## src/rtl/tcef_pkg.sv

```systemverilog
// Shared constants, types and helpers of the terminal colour escape filter.
package tcef_pkg;

	// Parameter bytes held for one colour sequence
	localparam int MAX_PARAMS = 16;
	localparam int PIDX_W     = (MAX_PARAMS > 1) ? $clog2(MAX_PARAMS) : 1;
	localparam int CNT_W      = $clog2(MAX_PARAMS + 1);
	localparam int IDX_W      = (CNT_W > 2) ? CNT_W : 2;

	// Characters the scanner looks for or writes
	localparam logic [7:0] ESC_BYTE     = 8'h1B;
	localparam logic [7:0] OPEN_BRACKET = 8'h5B;
	localparam logic [7:0] PARAM_LOW    = 8'h30;
	localparam logic [7:0] PARAM_HIGH   = 8'h3F;
	localparam logic [7:0] END_ATTR     = 8'h6D;
	localparam logic [7:0] END_CLEAR    = 8'h4B;

	// Length of the escaped ESC text
	localparam int ESC_TEXT_LEN = 4;

	// Scanner mode
	typedef enum logic [1:0] {
		MODE_PLAIN,
		MODE_ESC,
		MODE_PARAM
	} mode_t;

	// Controller states, in the order their words leave the block
	typedef enum logic [3:0] {
		ST_IDLE,
		ST_ESC1,
		ST_RAW1,
		ST_BRK1,
		ST_PAR1,
		ST_TAIL,
		ST_ESC2,
		ST_BRK2,
		ST_PAR2
	} state_t;

	// Source of an output word
	typedef enum logic [2:0] {
		EK_INPUT,
		EK_TAIL,
		EK_RAW,
		EK_BRK,
		EK_ESCTXT,
		EK_PARAM,
		EK_MARK
	} emit_kind_t;

	// What one input word asks for
	typedef struct packed {
		logic esc1;
		logic raw1;
		logic brk1;
		logic tail;
		logic esc2;
		logic brk2;
		logic mark;
		logic fin;
	} plan_t;

	// Controller to datapath
	typedef struct packed {
		logic       acc;
		logic       store;
		mode_t      mode_new;
		logic       emit;
		emit_kind_t kind;
		logic       seg_end;
		logic       last;
		logic       eot;
	} dp_cmd_t;

	// Datapath to controller
	typedef struct packed {
		mode_t mode;
		logic  full;
		logic  count_nz;
		logic  plen_nz;
		logic  esc_last;
		logic  par_last;
		logic  out_free;
		logic  keep;
		logic  is_esc;
		logic  is_brk;
		logic  is_param;
		logic  is_endc;
	} dp_stat_t;

	// Characters of the escaped ESC text: backslash x 1 B
	function automatic logic [7:0] esc_text_char(input logic [1:0] i);
		logic [7:0] c;
		case (i)
			2'd0:    c = 8'h5C;
			2'd1:    c = 8'h78;
			2'd2:    c = 8'h31;
			default: c = 8'h42;
		endcase
		return c;
	endfunction

endpackage

```

## src/rtl/tcef_datapath.sv

```systemverilog
// Datapath of the escape filter: scan state, parameter store and output register.
module tcef_datapath (
	input  logic                clk,
	input  logic                arst_n,
	input  logic [7:0]          s_tdata,          // text_byte
	input  logic                keep_color_we,
	input  logic                keep_color_wdata,
	input  tcef_pkg::dp_cmd_t   cmd,
	output tcef_pkg::dp_stat_t  stat,
	output logic                m_tvalid,
	input  logic                m_tready,
	output logic [7:0]          m_tdata,          // out_byte
	output logic [1:0]          m_tuser,          // byte_valid, run_last
	output logic                m_tlast           // end_of_text
);

	logic                          keep_q;
	tcef_pkg::mode_t               mode_q;
	logic [tcef_pkg::CNT_W-1:0]    count_q;
	logic [tcef_pkg::CNT_W-1:0]    plen_q;
	logic [tcef_pkg::CNT_W-1:0]    cnt_plus;
	logic [7:0]                    param_q [tcef_pkg::MAX_PARAMS];
	logic [7:0]                    byte_q;
	logic [tcef_pkg::IDX_W-1:0]    idx_q;
	logic [tcef_pkg::IDX_W-1:0]    idx_inc;
	logic                          out_valid_q;
	logic [7:0]                    out_byte_q;
	logic                          out_bvalid_q;
	logic                          out_last_q;
	logic                          out_eot_q;
	logic [7:0]                    emit_byte;

	assign cnt_plus = count_q + tcef_pkg::CNT_W'(cmd.store);
	assign idx_inc  = idx_q + 1'b1;

	// Colour flag register
	always_ff @(posedge clk or negedge arst_n) begin
		if (!arst_n) begin
			keep_q <= 1'b0;
		end else if (keep_color_we) begin
			keep_q <= keep_color_wdata;
		end
	end

	// Scan mode and parameter count
	always_ff @(posedge clk or negedge arst_n) begin
		if (!arst_n) begin
			mode_q  <= tcef_pkg::MODE_PLAIN;
			count_q <= '0;
			plen_q  <= '0;
		end else if (cmd.acc) begin
			mode_q  <= cmd.mode_new;
			count_q <= (cmd.mode_new == tcef_pkg::MODE_PARAM) ? cnt_plus : '0;
			plen_q  <= cnt_plus;
		end
	end

	// Parameter store and held input byte; no reset
	always_ff @(posedge clk) begin
		if (cmd.acc) begin
			byte_q <= s_tdata;
			if (cmd.store) begin
				param_q[count_q[tcef_pkg::PIDX_W-1:0]] <= s_tdata;
			end
		end
	end

	// Position inside the current multi-byte segment
	always_ff @(posedge clk or negedge arst_n) begin
		if (!arst_n) begin
			idx_q <= '0;
		end else if (cmd.emit) begin
			idx_q <= cmd.seg_end ? '0 : idx_inc;
		end
	end

	// Output word source
	always_comb begin
		case (cmd.kind)
			tcef_pkg::EK_INPUT:  emit_byte = s_tdata;
			tcef_pkg::EK_TAIL:   emit_byte = byte_q;
			tcef_pkg::EK_RAW:    emit_byte = tcef_pkg::ESC_BYTE;
			tcef_pkg::EK_BRK:    emit_byte = tcef_pkg::OPEN_BRACKET;
			tcef_pkg::EK_ESCTXT: emit_byte = tcef_pkg::esc_text_char(idx_q[1:0]);
			tcef_pkg::EK_PARAM:  emit_byte = param_q[idx_q[tcef_pkg::PIDX_W-1:0]];
			default:             emit_byte = 8'h00;
		endcase
	end

	// Output register
	always_ff @(posedge clk or negedge arst_n) begin
		if (!arst_n) begin
			out_valid_q <= 1'b0;
		end else if (cmd.emit) begin
			out_valid_q <= 1'b1;
		end else if (m_tready) begin
			out_valid_q <= 1'b0;
		end
	end

	always_ff @(posedge clk) begin
		if (cmd.emit) begin
			out_byte_q   <= emit_byte;
			out_bvalid_q <= (cmd.kind != tcef_pkg::EK_MARK);
			out_last_q   <= cmd.last;
			out_eot_q    <= cmd.eot;
		end
	end

	assign m_tvalid = out_valid_q;
	assign m_tdata  = out_byte_q;
	assign m_tuser  = {out_last_q, out_bvalid_q};
	assign m_tlast  = out_eot_q;

	// Status towards the controller
	always_comb begin
		stat.mode     = mode_q;
		stat.full     = (count_q == tcef_pkg::CNT_W'(tcef_pkg::MAX_PARAMS));
		stat.count_nz = (count_q != '0);
		stat.plen_nz  = (plen_q != '0);
		stat.esc_last = (idx_q == tcef_pkg::IDX_W'(tcef_pkg::ESC_TEXT_LEN - 1));
		stat.par_last = (idx_inc == tcef_pkg::IDX_W'(plen_q));
		stat.out_free = !out_valid_q || m_tready;
		stat.keep     = keep_q;
		stat.is_esc   = (s_tdata == tcef_pkg::ESC_BYTE);
		stat.is_brk   = (s_tdata == tcef_pkg::OPEN_BRACKET);
		stat.is_param = s_tdata inside {[tcef_pkg::PARAM_LOW:tcef_pkg::PARAM_HIGH]};
		stat.is_endc  = (s_tdata == tcef_pkg::END_ATTR) || (s_tdata == tcef_pkg::END_CLEAR);
	end

`ifndef SYNTHESIS
	a_count_bound: assert property (@(posedge clk) disable iff (!arst_n)
		count_q <= tcef_pkg::CNT_W'(tcef_pkg::MAX_PARAMS))
		else $error("parameter count beyond store depth");

	a_count_plain: assert property (@(posedge clk) disable iff (!arst_n)
		(mode_q != tcef_pkg::MODE_PARAM) |-> (count_q == '0))
		else $error("parameters held outside a parameter run");

	a_idx_clear: assert property (@(posedge clk) disable iff (!arst_n)
		(cmd.emit && cmd.seg_end) |=> (idx_q == '0))
		else $error("segment index not cleared at segment end");
`endif

endmodule

```

## src/rtl/tcef_controller.sv

```systemverilog
// Controller of the escape filter: decides each word's output plan and steps through it.
module tcef_controller (
	input  logic                clk,
	input  logic                arst_n,
	input  logic                s_tvalid,
	input  logic                s_tlast,          // text_end
	output logic                s_tready,
	input  tcef_pkg::dp_stat_t  stat,
	output tcef_pkg::dp_cmd_t   cmd
);

	tcef_pkg::state_t state_q;
	tcef_pkg::state_t state_d;
	tcef_pkg::plan_t  plan_q;
	tcef_pkg::plan_t  plan_now;
	tcef_pkg::mode_t  mode_after;
	logic             store_now;
	logic             fast;
	logic             acc;
	logic             seg_end;
	tcef_pkg::state_t seg_next;
	tcef_pkg::state_t first_seg;

	// First pending segment that comes after cur
	function automatic tcef_pkg::state_t next_seg(input tcef_pkg::plan_t p,
			input tcef_pkg::state_t cur, input logic plen_nz);
		tcef_pkg::state_t n;
		n = tcef_pkg::ST_IDLE;
		if (p.brk2 && plen_nz && (tcef_pkg::ST_PAR2 > cur)) n = tcef_pkg::ST_PAR2;
		if (p.brk2 && (tcef_pkg::ST_BRK2 > cur))            n = tcef_pkg::ST_BRK2;
		if (p.esc2 && (tcef_pkg::ST_ESC2 > cur))            n = tcef_pkg::ST_ESC2;
		if (p.tail && (tcef_pkg::ST_TAIL > cur))            n = tcef_pkg::ST_TAIL;
		if (p.brk1 && plen_nz && (tcef_pkg::ST_PAR1 > cur)) n = tcef_pkg::ST_PAR1;
		if (p.brk1 && (tcef_pkg::ST_BRK1 > cur))            n = tcef_pkg::ST_BRK1;
		if (p.raw1 && (tcef_pkg::ST_RAW1 > cur))            n = tcef_pkg::ST_RAW1;
		if (p.esc1 && (tcef_pkg::ST_ESC1 > cur))            n = tcef_pkg::ST_ESC1;
		return n;
	endfunction

	// Plan for the word on the input
	always_comb begin
		plan_now   = '0;
		mode_after = tcef_pkg::MODE_PLAIN;
		store_now  = 1'b0;
		case (stat.mode)
			tcef_pkg::MODE_ESC: begin
				if (stat.is_brk) begin
					mode_after = tcef_pkg::MODE_PARAM;
				end else begin
					plan_now.esc1 = 1'b1;
					if (stat.is_esc) mode_after = tcef_pkg::MODE_ESC;
					else plan_now.tail = 1'b1;
				end
			end
			tcef_pkg::MODE_PARAM: begin
				if (stat.is_param) begin
					if (!stat.full) begin
						store_now  = 1'b1;
						mode_after = tcef_pkg::MODE_PARAM;
					end else begin
						plan_now.esc1 = 1'b1;
						plan_now.brk1 = 1'b1;
						plan_now.tail = 1'b1;
					end
				end else if (stat.is_endc) begin
					if (stat.keep) begin
						plan_now.raw1 = 1'b1;
						plan_now.brk1 = 1'b1;
						plan_now.tail = 1'b1;
					end
				end else begin
					plan_now.esc1 = 1'b1;
					plan_now.brk1 = 1'b1;
					if (stat.is_esc) mode_after = tcef_pkg::MODE_ESC;
					else plan_now.tail = 1'b1;
				end
			end
			default: begin
				if (stat.is_esc) mode_after = tcef_pkg::MODE_ESC;
				else plan_now.tail = 1'b1;
			end
		endcase
		// open sequence at end of text is flushed as text
		if (s_tlast && (mode_after != tcef_pkg::MODE_PLAIN)) begin
			plan_now.esc2 = 1'b1;
			plan_now.brk2 = (mode_after == tcef_pkg::MODE_PARAM);
		end
		plan_now.fin  = s_tlast;
		plan_now.mark = s_tlast && !(plan_now.esc1 || plan_now.raw1 ||
			plan_now.tail || plan_now.esc2);
	end

	// Single or no word results go straight out at accept
	assign fast      = !(plan_now.esc1 || plan_now.raw1 || plan_now.esc2);
	assign s_tready  = (state_q == tcef_pkg::ST_IDLE) && stat.out_free;
	assign acc       = s_tvalid && s_tready;
	assign first_seg = next_seg(plan_now, tcef_pkg::ST_IDLE, stat.count_nz || store_now);
	assign seg_next  = next_seg(plan_q, state_q, stat.plen_nz);

	// End of the current segment
	always_comb begin
		case (state_q)
			tcef_pkg::ST_ESC1, tcef_pkg::ST_ESC2: seg_end = stat.esc_last;
			tcef_pkg::ST_PAR1, tcef_pkg::ST_PAR2: seg_end = stat.par_last;
			default:                              seg_end = 1'b1;
		endcase
	end

	// Next state
	always_comb begin
		state_d = state_q;
		case (state_q)
			tcef_pkg::ST_IDLE: begin
				if (acc && !fast) state_d = first_seg;
			end
			default: begin
				if (stat.out_free && seg_end) state_d = seg_next;
			end
		endcase
	end

	// Commands to the datapath
	always_comb begin
		cmd          = '0;
		cmd.acc      = acc;
		cmd.store    = store_now;
		cmd.mode_new = s_tlast ? tcef_pkg::MODE_PLAIN : mode_after;
		cmd.kind     = tcef_pkg::EK_INPUT;
		cmd.seg_end  = seg_end;
		case (state_q)
			tcef_pkg::ST_IDLE: begin
				cmd.emit    = acc && fast && (plan_now.tail || plan_now.mark);
				cmd.kind    = plan_now.tail ? tcef_pkg::EK_INPUT : tcef_pkg::EK_MARK;
				cmd.seg_end = 1'b1;
				cmd.last    = 1'b1;
				cmd.eot     = s_tlast;
			end
			default: begin
				cmd.emit = stat.out_free;
				cmd.last = seg_end && (seg_next == tcef_pkg::ST_IDLE);
				cmd.eot  = seg_end && (seg_next == tcef_pkg::ST_IDLE) && plan_q.fin;
				case (state_q)
					tcef_pkg::ST_ESC1, tcef_pkg::ST_ESC2: cmd.kind = tcef_pkg::EK_ESCTXT;
					tcef_pkg::ST_RAW1:                    cmd.kind = tcef_pkg::EK_RAW;
					tcef_pkg::ST_BRK1, tcef_pkg::ST_BRK2: cmd.kind = tcef_pkg::EK_BRK;
					tcef_pkg::ST_PAR1, tcef_pkg::ST_PAR2: cmd.kind = tcef_pkg::EK_PARAM;
					default:                              cmd.kind = tcef_pkg::EK_TAIL;
				endcase
			end
		endcase
	end

	// State and plan registers
	always_ff @(posedge clk or negedge arst_n) begin
		if (!arst_n) begin
			state_q <= tcef_pkg::ST_IDLE;
			plan_q  <= '0;
		end else begin
			state_q <= state_d;
			if (acc) plan_q <= plan_now;
		end
	end

`ifndef SYNTHESIS
	a_busy_stalls: assert property (@(posedge clk) disable iff (!arst_n)
		(state_q != tcef_pkg::ST_IDLE) |-> !s_tready)
		else $error("input taken while a replay is running");

	a_emit_free: assert property (@(posedge clk) disable iff (!arst_n)
		cmd.emit |-> stat.out_free)
		else $error("output word written over a pending word");

	a_par_nonempty: assert property (@(posedge clk) disable iff (!arst_n)
		((state_q == tcef_pkg::ST_PAR1) || (state_q == tcef_pkg::ST_PAR2)) |-> stat.plen_nz)
		else $error("parameter replay with no parameters held");

	a_eot_last: assert property (@(posedge clk) disable iff (!arst_n)
		(cmd.emit && cmd.eot) |-> cmd.last)
		else $error("end of text on a word that is not the last of its input");
`endif

endmodule

```

## src/rtl/terminal_color_escape_filter.sv

```systemverilog
// Output path: a passed-through word appears on m_tvalid in the cycle after its input word is taken;
// the first word of a flushed or kept sequence passes the state register, then the output register.
// Flow: plain text and held parameter bytes go at one word per cycle while the receiver keeps up;
// a word that flushes or keeps a sequence holds the input until it has written all its words
// (up to MAX_PARAMS + 9), one word per cycle from the single output register while not stalled.
// Reset: arst_n clears scan mode, parameter count, controller state and the colour flag;
// the parameter store is not cleared.
module terminal_color_escape_filter (
	input  logic       clk,
	input  logic       arst_n,
	input  logic       keep_color_we,
	input  logic       keep_color_wdata,
	input  logic       s_tvalid,
	output logic       s_tready,
	input  logic [7:0] s_tdata,   // text_byte
	input  logic       s_tlast,   // text_end
	output logic       m_tvalid,
	input  logic       m_tready,
	output logic [7:0] m_tdata,   // out_byte
	output logic [1:0] m_tuser,   // byte_valid, run_last
	output logic       m_tlast    // end_of_text
);

	tcef_pkg::dp_cmd_t  cmd;
	tcef_pkg::dp_stat_t stat;

	// Sequencer
	tcef_controller u_ctrl (
		.clk      (clk),
		.arst_n   (arst_n),
		.s_tvalid (s_tvalid),
		.s_tlast  (s_tlast),
		.s_tready (s_tready),
		.stat     (stat),
		.cmd      (cmd)
	);

	// Scan state, store and output word
	tcef_datapath u_dp (
		.clk              (clk),
		.arst_n           (arst_n),
		.s_tdata          (s_tdata),
		.keep_color_we    (keep_color_we),
		.keep_color_wdata (keep_color_wdata),
		.cmd              (cmd),
		.stat             (stat),
		.m_tvalid         (m_tvalid),
		.m_tready         (m_tready),
		.m_tdata          (m_tdata),
		.m_tuser          (m_tuser),
		.m_tlast          (m_tlast)
	);

endmodule

```

## config.mk

```make
export PLATFORM = sky130hd
export DESIGN_NAME = terminal_color_escape_filter
export DESIGN_NICKNAME = d
export VERILOG_FILES = /design/src/rtl/tcef_pkg.sv /design/src/rtl/tcef_datapath.sv /design/src/rtl/tcef_controller.sv /design/src/rtl/terminal_color_escape_filter.sv
export SDC_FILE = /design/constraint.sdc
export NUM_CORES = 1
export LEC_CHECK = 0
export BUFFER_PORTS_ARGS = -buffer_cell sky130_fd_sc_hd__buf_2
export CORE_MARGIN = 3
export CORE_UTILIZATION = 41
export DETAILED_ROUTE_END_ITERATION = 6
export PLACE_DENSITY = 0.6
export SLEW_MARGIN = 20
export SYNTH_ARGS = -nofsm -noshare
export SYNTH_HDL_FRONTEND = slang
export SYNTH_HIERARCHICAL = 1
export SYNTH_SLANG_ARGS = --single-unit
```

## constraint.sdc

```tcl
create_clock -name clk -period 3.4 [get_ports clk]
set_clock_uncertainty 0.1 [all_clocks]
set_input_delay 0.68 -clock clk [delete_from_list [all_inputs] [get_ports clk]]
set_output_delay 0.68 -clock clk [all_outputs]
set_load 0.02 [all_outputs]
```

==> impl_metrics.ini, run 1 <==
[grt]
globalRouteMet1Util_pct = 25.4
grt_use_met2_pct = 26.8
grt_max_degree = 32
grt_pass1_vias = 4922
grtUsageMet3_pct = 4.41
antenna_found_initial = 1
grt_pass1_wl_um = 28800
track_usage_pct = 17.5
grt_busiest_layer = met2
grt_overflow = 0

[power]
ir_drop_mv = 0.391
p_leak_nw = 3.43
powerDensity_nw_per_um2 = 701
pwr-share-seq_pct = 39.9
p_comb_share_pct = 30.2
p_int_mw = 4.60
p_sw_mw = 2.09
swShare_pct = 31.3
pwr-share-clk_pct = 29.9

[floorplanning]
core_um2 = 19100
row_count = 50
die_area_um2 = 21600
die_h_um = 147
start_util_pct = 42.7
die_w_um = 147
io_pins = 28

[clock_tree]
clk_pin_slew_ns = 0.07
clockBufferDepth = 2
cts_buffers = 17
clockRootBuffer = clkbuf_16
clk_latency_ns = 0.42
cts_tree = built
cts.sinks = 177
htreeDepth = 4

[critical_path]
required_ns = 3.46
cp_data_arrival_time_ns = 3.29
timing_worst_setup_path_type = in -> reg
reg2reg_slack_ns = 0.29
reg2reg_depth = 14
crit_path_start_kind = input pin
r2r-start = u_dp/count_q[3]$_DFFE_PN0P_
worstPathMaxFanout = 7
r2r_end = u_dp/m_tdata[6]$_DFFE_PP_
endpoint_kind = register

[detailed_routing]
vias = 4949
routed_wl_um = 18400
drt_iter0_markers = 369
dr.pass1.iters = 5
drtAntennaViolNets = 0
drc = 0
wl_per_cell_um = 20.2
viasPerCell = 5.42

[final_layout]
layout_common_cells = 147 x edfxtp_1, 66 x buf_4, 45 x nand2_1
final_util_pct = 50.1
num_antenna_cells = 0
mostFrequentLayoutCell = edfxtp_1
nNetsFinal = 666
area_delta_synth_final_pct = 17.3
drive_gt1_share_pct = 26.3

[sta]
period_needed_ns = 3.23
fin_setup_tns_ns = 0
fin_crit_sh_pct = 94.9
worstMarginPinSlew_ns = 0.702
hold_viol_final = 0
slew_headroom_pct = 53.1
slew_viol_final = 0
clock.fmax_mhz = 310
whs_ns = 0.200
fin_ws_ns = 0.172
setup_viol = 0

[logic_synthesis]
syn-mean-instance-area_um2 = 14.5
netlist_area_um2 = 8140
netlist_instances = 563
yosysWarnings = 6
syn-num-nets = 588

[placed_design]
dp_hpwl_um = 12500
portBuffers = 27
gp_congestion = 0.871
pre_cts_slack_ns = -0.233

[job]
maxCapViolCount = 0

[worst_hold_path]
hold_class = in -> async

[run_status]
status = complete, no violations
worst max-delay path, cell delays in order:
cell and delay [ns]:
buf_4 0.13, or3b_4 0.39, a2111oi_4 0.41, nor2b_4 0.24, a211o_4 0.16, o31ai_4 0.07, nand2_2 0.11, a21oi_1 0.09
nor3_2 0.24, nand4bb_1 0.18, buf_6 0.16, nor2_1 0.07, a22oi_1 0.23, nand3_1 0.12
power groups by stage:
| stage | registers (mW) | logic [mW] | clock network [mW] |
|---|---|---|---|
| finish | 2.67 | 2.02 | 2.00 |
| global route | 2.69 | 2.19 | 2.12 |
| CTS | 2.67 | 1.98 | 2.04 |
| detailed placement | 2.72 | 1.98 | 0 |
| global placement | 2.72 | 1.96 | 0 |
| floorplan | 2.74 | 1.39 | 0 |
worst max path at each step:
stage | slack [ns] | from | to | cells past startpoint
2_1_floorplan | 0.03 | u_ctrl/state_q[3]$_DFFE_PN0P_ | u_dp/param_q[4][0]$_DFFE_PP_ | 11
3_3_place_gp | -0.17 | s_tdata[1] | u_dp/m_tdata[1]$_DFFE_PP_ | 14
3_5_place_dp | -0.23 | s_tdata[1] | u_dp/m_tdata[4]$_DFFE_PP_ | 14
4_1_cts | 0.19 | s_tdata[1] | u_dp/m_tdata[4]$_DFFE_PP_ | 14
5_1_grt | -0.01 | s_tdata[1] | u_dp/m_tdata[0]$_DFFE_PP_ | 14
6_report | 0.17 | s_tdata[1] | u_dp/m_tdata[0]$_DFFE_PP_ | 14
state kept, by name (all words and copies together) (netlist names):
name / flops
u_dp/byte_q: 8
u_ctrl/state_q: 4
u_dp/count_q: 5
u_dp/out_last_q: 1
u_dp/m_tlast: 1
u_dp/plen_q: 5
u_dp/out_bvalid_q: 1
u_ctrl/plan_q: 7
u_dp/param_q: 128
u_dp/mode_q: 2
u_dp/m_tdata: 8
u_dp/idx_q: 5
u_dp/keep_q: 1
u_dp/m_tvalid: 1
metrics by stage:
| stage | total power [mW] | area, um^2 | std cells |
|---|---|---|---|
| after global routing | 7.00 | 9550 | 913 |
| after detailed placement | 4.69 | 8900 | 877 |
| after floorplan | 4.13 | 8200 | 563 |
| after global placement | 4.67 | 8900 | 877 |
| final | 6.69 | 9550 | 913 |
| after CTS | 6.69 | 9500 | 908 |
repair_timing:
action / 4_1_cts / 5_1_grt
setup endpoints to repair: 0 / 3
setup buffers: 0 / 5
gates resized for setup: 0 / 4
hold buffers: 0 / 0
per-layer routing:
layer | vias to the layer above | wire (um)
li1 | 2306 | -
met1 | 2475 | 8690
met2 | 150 | 8460
met3 | 16 | 1050
met4 | 2 | 242
met5 | - | 7
area by class of cell:
cell class	count	area, um^2
tap	260	325
inverter	20	75.1
clock inverter	14	179
fill	1600	9530
timing repair buffer	93	637
clock buffer	17	425
multi-input combinational	332	2740
sequential	177	5160
Note: power is estimated with default switching activity, not from simulation.
==> run 2, diff against run 1 <==
PLACE_DENSITY = 0.56   (was 0.6)
==> run 2 against run 1 <==
Worst hold slack got worse by 0.0083 ns; die area did not move; non-clock buffer count fell by 7; clock power rose by 3%; first-iteration DRC count rose by 34%; largest power group unchanged; sequential share of layout area rose by 0.24 points; sequential power barely moved; combinational power barely moved.
==> impl_metrics.ini, run 2 (synthesis gave the netlist of run 1 again) <==
[detailed_routing]
drtAntennaViolNets = 0
viasPerCell = 5.48
drt_iter0_markers = 494
drc = 0
vias = 4958
top_layer_used = met5
routed_wl_um = 18900
wl_met2_um = 8910
wl_met1_um = 8460
dr_wl_met3_um = 1260
wl_per_cell_um = 20.9
dr.pass1.iters = 6

[sta]
worstMarginPinSlew_ns = 0.698
clock.fmax_mhz = 321
period_needed_ns = 3.12
setup_viol = 0
fin_crit_sh_pct = 91.6
fin_setup_tns_ns = 0
whs_ns = 0.192
hold_viol_final = 0
slew_viol_final = 0
slew_headroom_pct = 53.5
rsz0062_at_grt = false

[clock_tree]
post-cts-setup-buffers = 0
htreeDepth = 4
cts.sinks = 177
cts_tree = built
clockRootBuffer = clkbuf_16
cts_buffers = 17
ctsHoldBuffers = 0
cts_resized = 0
clockBufferDepth = 2
clk_pin_slew_ns = 0.07
clk_latency_ns = 0.43

[floorplanning]
die_area_um2 = 21600
die_w_um = 147
die_h_um = 147
io_pins = 28
core_um2 = 19100
start_util_pct = 42.7
row_count = 50

[critical_path]
crit_top_cell = buf_4
required_ns = 3.55
endpoint_kind = register
crit_buf_inv = 3
cp_data_arrival_time_ns = 3.26
cp_slowest_cell = or3b_4
crit_path_start_kind = input pin
path_cells = buf_2 > or3b_4 > a2111oi_4 > buf_4 > nor2_1 > o31ai_4 > nand2_2 > a21oi_1 > nor3_2 > nand4bb_1 > buf_4 > a221oi_1 > o21ai_0 > o211ai_1
crit_path_max_incr_delay_ns = 0.39
worstPathMaxFanout = 7
timing_worst_setup_path_type = in -> reg
critPathTopFamily = compound AO/OA/AOI/OAI gates

[final_layout]
area_delta_synth_final_pct = 16.8
num_antenna_cells = 0
drive_gt1_share_pct = 25.1
mostFrequentLayoutCell = edfxtp_1
final_util_pct = 49.8
layout_common_cells = 147 x edfxtp_1, 58 x buf_4, 45 x nand2_1
layoutNonFillerInstCount = 905
largest_register_ffs = 128
final_area_um2 = 9510
multi_input_area_um2 = 2740
fill_cells = 1623
nNetsFinal = 659
seqCellArea_um2 = 5160

[power]
swShare_pct = 30.8
powerDensity_nw_per_um2 = 705
p_leak_nw = 3.40
ir_drop_mv = 0.406
p_sw_mw = 2.07
p_int_mw = 4.64
pwr-share-clk_pct = 30.6
p_comb_share_pct = 29.7
pwr-share-seq_pct = 39.7

[grt]
grt_overflow = 0
grt_pass1_vias = 4983
track_usage_pct = 18.0
grt_max_degree = 32
antenna_found_initial = 1
grt_pass1_wl_um = 29300

[job]
maxCapViolCount = 0

[placed_design]
portBuffers = 27
placed_cell_area_um2 = 8900
dp.cells = 875
gp_congestion = 0.880
dp_hpwl_um = 12900

[run_status]
status = complete, no violations

[worst_hold_path]
hold_class = in -> async
-- run 2: layout make-up --
type	count	share of cell area [%]
clock buffers	18	4.51
inverters	20	0.790
flip-flops and latches	177	54.3
clock inverters	12	1.92
well taps	260	3.42
repair buffers	86	6.21
multi-input cells	332	28.8
-- run 2: power by group through the flow --
stage | registers (mW) | clock network, mW | logic [mW]
after floorplan | 2.74 | 0 | 1.39
after global placement | 2.71 | 0 | 1.97
after detailed placement | 2.71 | 0 | 1.99
after CTS | 2.66 | 2.10 | 2.00
after global routing | 2.68 | 2.18 | 2.18
final | 2.66 | 2.05 | 1.99
-- run 2: final timing paths --
check / from / endpoint / slack (ns) / cells after the start
max: s_tdata[5] / u_dp/m_tdata[5]$_DFFE_PP_ / 0.28 / 14
min in group clk: keep_color_wdata / u_dp/keep_q$_DFFE_PN0P_ / 0.39 / 2
min reg2reg: u_ctrl/plan_q[6]$_DFFE_PN0P_ / u_ctrl/plan_q[6]$_DFFE_PN0P_ / 0.39 / 2
max in group asynchronous: arst_n / u_dp/count_q[0]$_DFFE_PN0P_ / 2.54 / 1
max reg2reg: u_dp/count_q[2]$_DFFE_PN0P_ / u_dp/m_tdata[5]$_DFFE_PP_ / 0.33 / 13
min: arst_n / u_ctrl/plan_q[0]$_DFFE_PN0P_ / 0.19 / 1
-- run 2: through the flow --
stage	setup slack, ns	power [mW]
floorplan	0.0320	4.13
global placement	-0.0951	4.68
detailed placement	-0.142	4.70
CTS	0.299	6.76
global route	0.0967	7.04
finish	0.284	6.71
-- run 2: worst reg2reg max path: cells and delay by family, from the launching register on --
family,cells,cell delay [ns]
buffers and inverters,1,0.18
flip-flops,1,0.47
AO/OA/AOI/OAI,6,1.30
AND/OR/NAND/NOR,6,0.86
-- run 2: routing by layer --
layer  global-route usage, %  vias to the layer above
met5                       0                        -
li1                        -                     2288
met3                    5.00                       24
met1                    25.2                     2473
met4                    4.71                        2
met2                    28.2                      171
==> run 3, diff against run 2 <==
SYNTH_HIERARCHICAL = unset   (was 1)
==> run 3 against run 2 <==
Count of clock-buffer cells in the layout rose by 2; sequential share of layout area grew 1.5 points; via count is the same; sequential power grew 3%; first-iteration DRC count down 13%; combinational power about the same; die area is 1.1% lower; utilization down 1.2 points; global-route usage is 0.27 points higher.
==> impl_metrics.ini, run 3 <==
[run_status]
status = complete, no violations

[grt]
grt_pass1_vias = 4806
grt_max_degree = 35
grt_overflow = 0
antenna_found_initial = 0
track_usage_pct = 18.3
grt_pass1_wl_um = 29500

[logic_synthesis]
ys_ff_latch = 177
netlist_instances = 545
syn-mean-instance-area_um2 = 14.8
synth_most_common_cell = edfxtp_1
synth_area_leader_cell = edfxtp_1
synth.distinct_cells = 71
synthArstFlopShare_pct = 16.9
ys_seq_area_share_pct = 64.1
synth_area_leaders = edfxtp_1 55%, mux4_2 11%, dfrtp_1 9.3%
synth.top_cells.by_count = 147 x edfxtp_1, 40 x mux4_2, 40 x nand2_1
syn-num-nets = 570
yosysWarnings = 0
synth_ff_type = edfxtp_1
yosysTopAreaCellShare_pct = 54.8
synth_edf_count = 147
netlist_area_um2 = 8050

[final_layout]
mostFrequentLayoutCell = edfxtp_1
drive_gt1_share_pct = 25.7
final_util_pct = 48.7
seqCellArea_um2 = 5170
area_delta_synth_final_pct = 14.9
fill_cells = 1666
nNetsFinal = 622
largest_register_ffs = 128
layout_common_cells = 147 x edfxtp_1, 40 x mux4_2, 40 x nand2_1
num_antenna_cells = 0
final_area_um2 = 9260
multi_input_area_um2 = 2670

[detailed_routing]
vias = 4958
dr.pass1.iters = 6
viasPerCell = 5.70
wl_per_cell_um = 22.0
top_layer_used = met4
drt_iter0_markers = 428
drc = 0
wl_met1_um = 8870
routed_wl_um = 19200
drtAntennaViolNets = 0
dr_wl_met3_um = 923
wl_met2_um = 9170

[power]
total_power_mw = 6.56
p_leak_nw = 3.19
powerDensity_nw_per_um2 = 709
ir_drop_mv = 0.363

[floorplanning]
die_w_um = 146
die_h_um = 146
io_pins = 28
die_area_um2 = 21400
start_util_pct = 42.3
row_count = 50
core_um2 = 19000

[sta]
period_needed_ns = 3.14
fin_setup_tns_ns = 0
rsz0062_at_grt = false
slew_viol_final = 0
slew_headroom_pct = 27.4
hold_viol_final = 0
worstMarginPinSlew_ns = 1.08
fin_crit_sh_pct = 92.3
clock.fmax_mhz = 319
setup_viol = 0

[clock_tree]
cts_buffers = 17
htreeDepth = 4
cts_resized = 0
cts.sinks = 177
clockBufferDepth = 2
cts_tree = built
ctsHoldBuffers = 0
clockRootBuffer = clkbuf_16
clk_pin_slew_ns = 0.07
post-cts-setup-buffers = 0
clk_latency_ns = 0.43

[placed_design]
gp_congestion = 0.897
portBuffers = 27
placed_cell_area_um2 = 8690
dp_hpwl_um = 13200

[critical_path]
r2r-start = u_dp.count_q[3]$_DFFE_PN0P_
crit_path_start_kind = register
timing_worst_setup_path_type = reg -> reg
worstPathMaxFanout = 12
critPathTopFamily = simple AND/OR/NAND/NOR gates
cp_data_arrival_time_ns = 3.31
r2r_end = u_dp.m_tdata[6]$_DFFE_PP_
crit_end = u_dp.m_tdata[6]$_DFFE_PP_
cp_slowest_cell = nor3_1
crit_path_max_incr_delay_ns = 0.85
endpoint_kind = register
crit_buf_inv = 0
reg2reg_depth = 6
crit_start = u_dp.count_q[3]$_DFFE_PN0P_
path_cells = or4_4 > o22ai_1 > a21boi_1 > nor3_1 > a22oi_1 > o21ai_0
required_ns = 3.57
reg2reg_slack_ns = 0.26
cp_num_cells = 6

[worst_hold_path]
hold_class = in -> async

[job]
maxCapViolCount = 0
[run 3: changes by cell type in the layout (fill, tap and decap cells not counted), moves of 7 or more]
cell / before / now
buf_4: 58 / 37
mux4_2: 14 / 40
o21ai_0: 17 / 30
o211ai_1: 8 / 1
mux4_1: 14 / 0
mux2i_1: 18 / 1
[run 3: logic make-up (layout without fill, tap and decap cells)]
kind of cell	Yosys count	after routing	synth area share (%)
xor gates and xnor gates	8	8	0.870
muxes	48	48	12.3
DFF	177	177	64.1
adders and majority gates	10	10	1.55
buffers and inverters	54	119	2.70
AOI/OAI and AO/OA	107	107	9.38
and+or+nand+nor	141	141	9.06
[run 3: stage by stage]
step	hold WS, ns	cells	setup slack [ns]
finish	0.196	870	0.262
detailed placement	0.373	838	0.200
global placement	0.373	838	0.257
global route	0.236	870	0.0579
floorplan	0.284	545	0.387
CTS	0.201	870	0.288
[run 3: how the worst min path moves through the flow]
stage,startpoint,endpoint,slack (ns)
floorplan,arst_n,u_ctrl.plan_q[0]$_DFFE_PN0P_,0.28
global placement,u_ctrl.plan_q[7]$_DFFE_PN0P_,u_ctrl.plan_q[7]$_DFFE_PN0P_,0.37
detailed placement,u_ctrl.plan_q[7]$_DFFE_PN0P_,u_ctrl.plan_q[7]$_DFFE_PN0P_,0.37
CTS,arst_n,u_ctrl.state_q[0]$_DFFE_PN0P_,0.20
global route,arst_n,u_dp.idx_q[1]$_DFFE_PN0P_,0.24
finish,arst_n,u_ctrl.state_q[0]$_DFFE_PN0P_,0.20
[run 3: worst reg2reg max path: stages, from the launching register on]
cell      delay (ns)
dfrtp_1         0.54
or4_4           0.57
o22ai_1         0.26
a21boi_1        0.16
nor3_1          0.85
a22oi_1         0.34
o21ai_0         0.16
[run 3: power breakdown]
part	switching, mW	internal, mW	total [mW]
combinational	1.11	0.857	1.97
sequential	0.179	2.55	2.73
clock	0.871	0.989	1.86
total	2.16	4.40	6.56
[run 3: per-layer routing]
layer	vias up	global-route usage, %
li1	2234	-
met1	2571	26.8
met2	136	28.2
met3	17	4.03
met4	0	4.61
met5	-	0
[run 3: layout make-up]
class	count	share of cell area [%]
Multi-Input combinational cell	314	28.8
Tap cell	260	3.51
Clock buffer	20	4.83
Sequential cell	177	55.8
Inverter	21	0.852
Timing Repair Buffer	66	4.89
Clock inverter	12	1.26
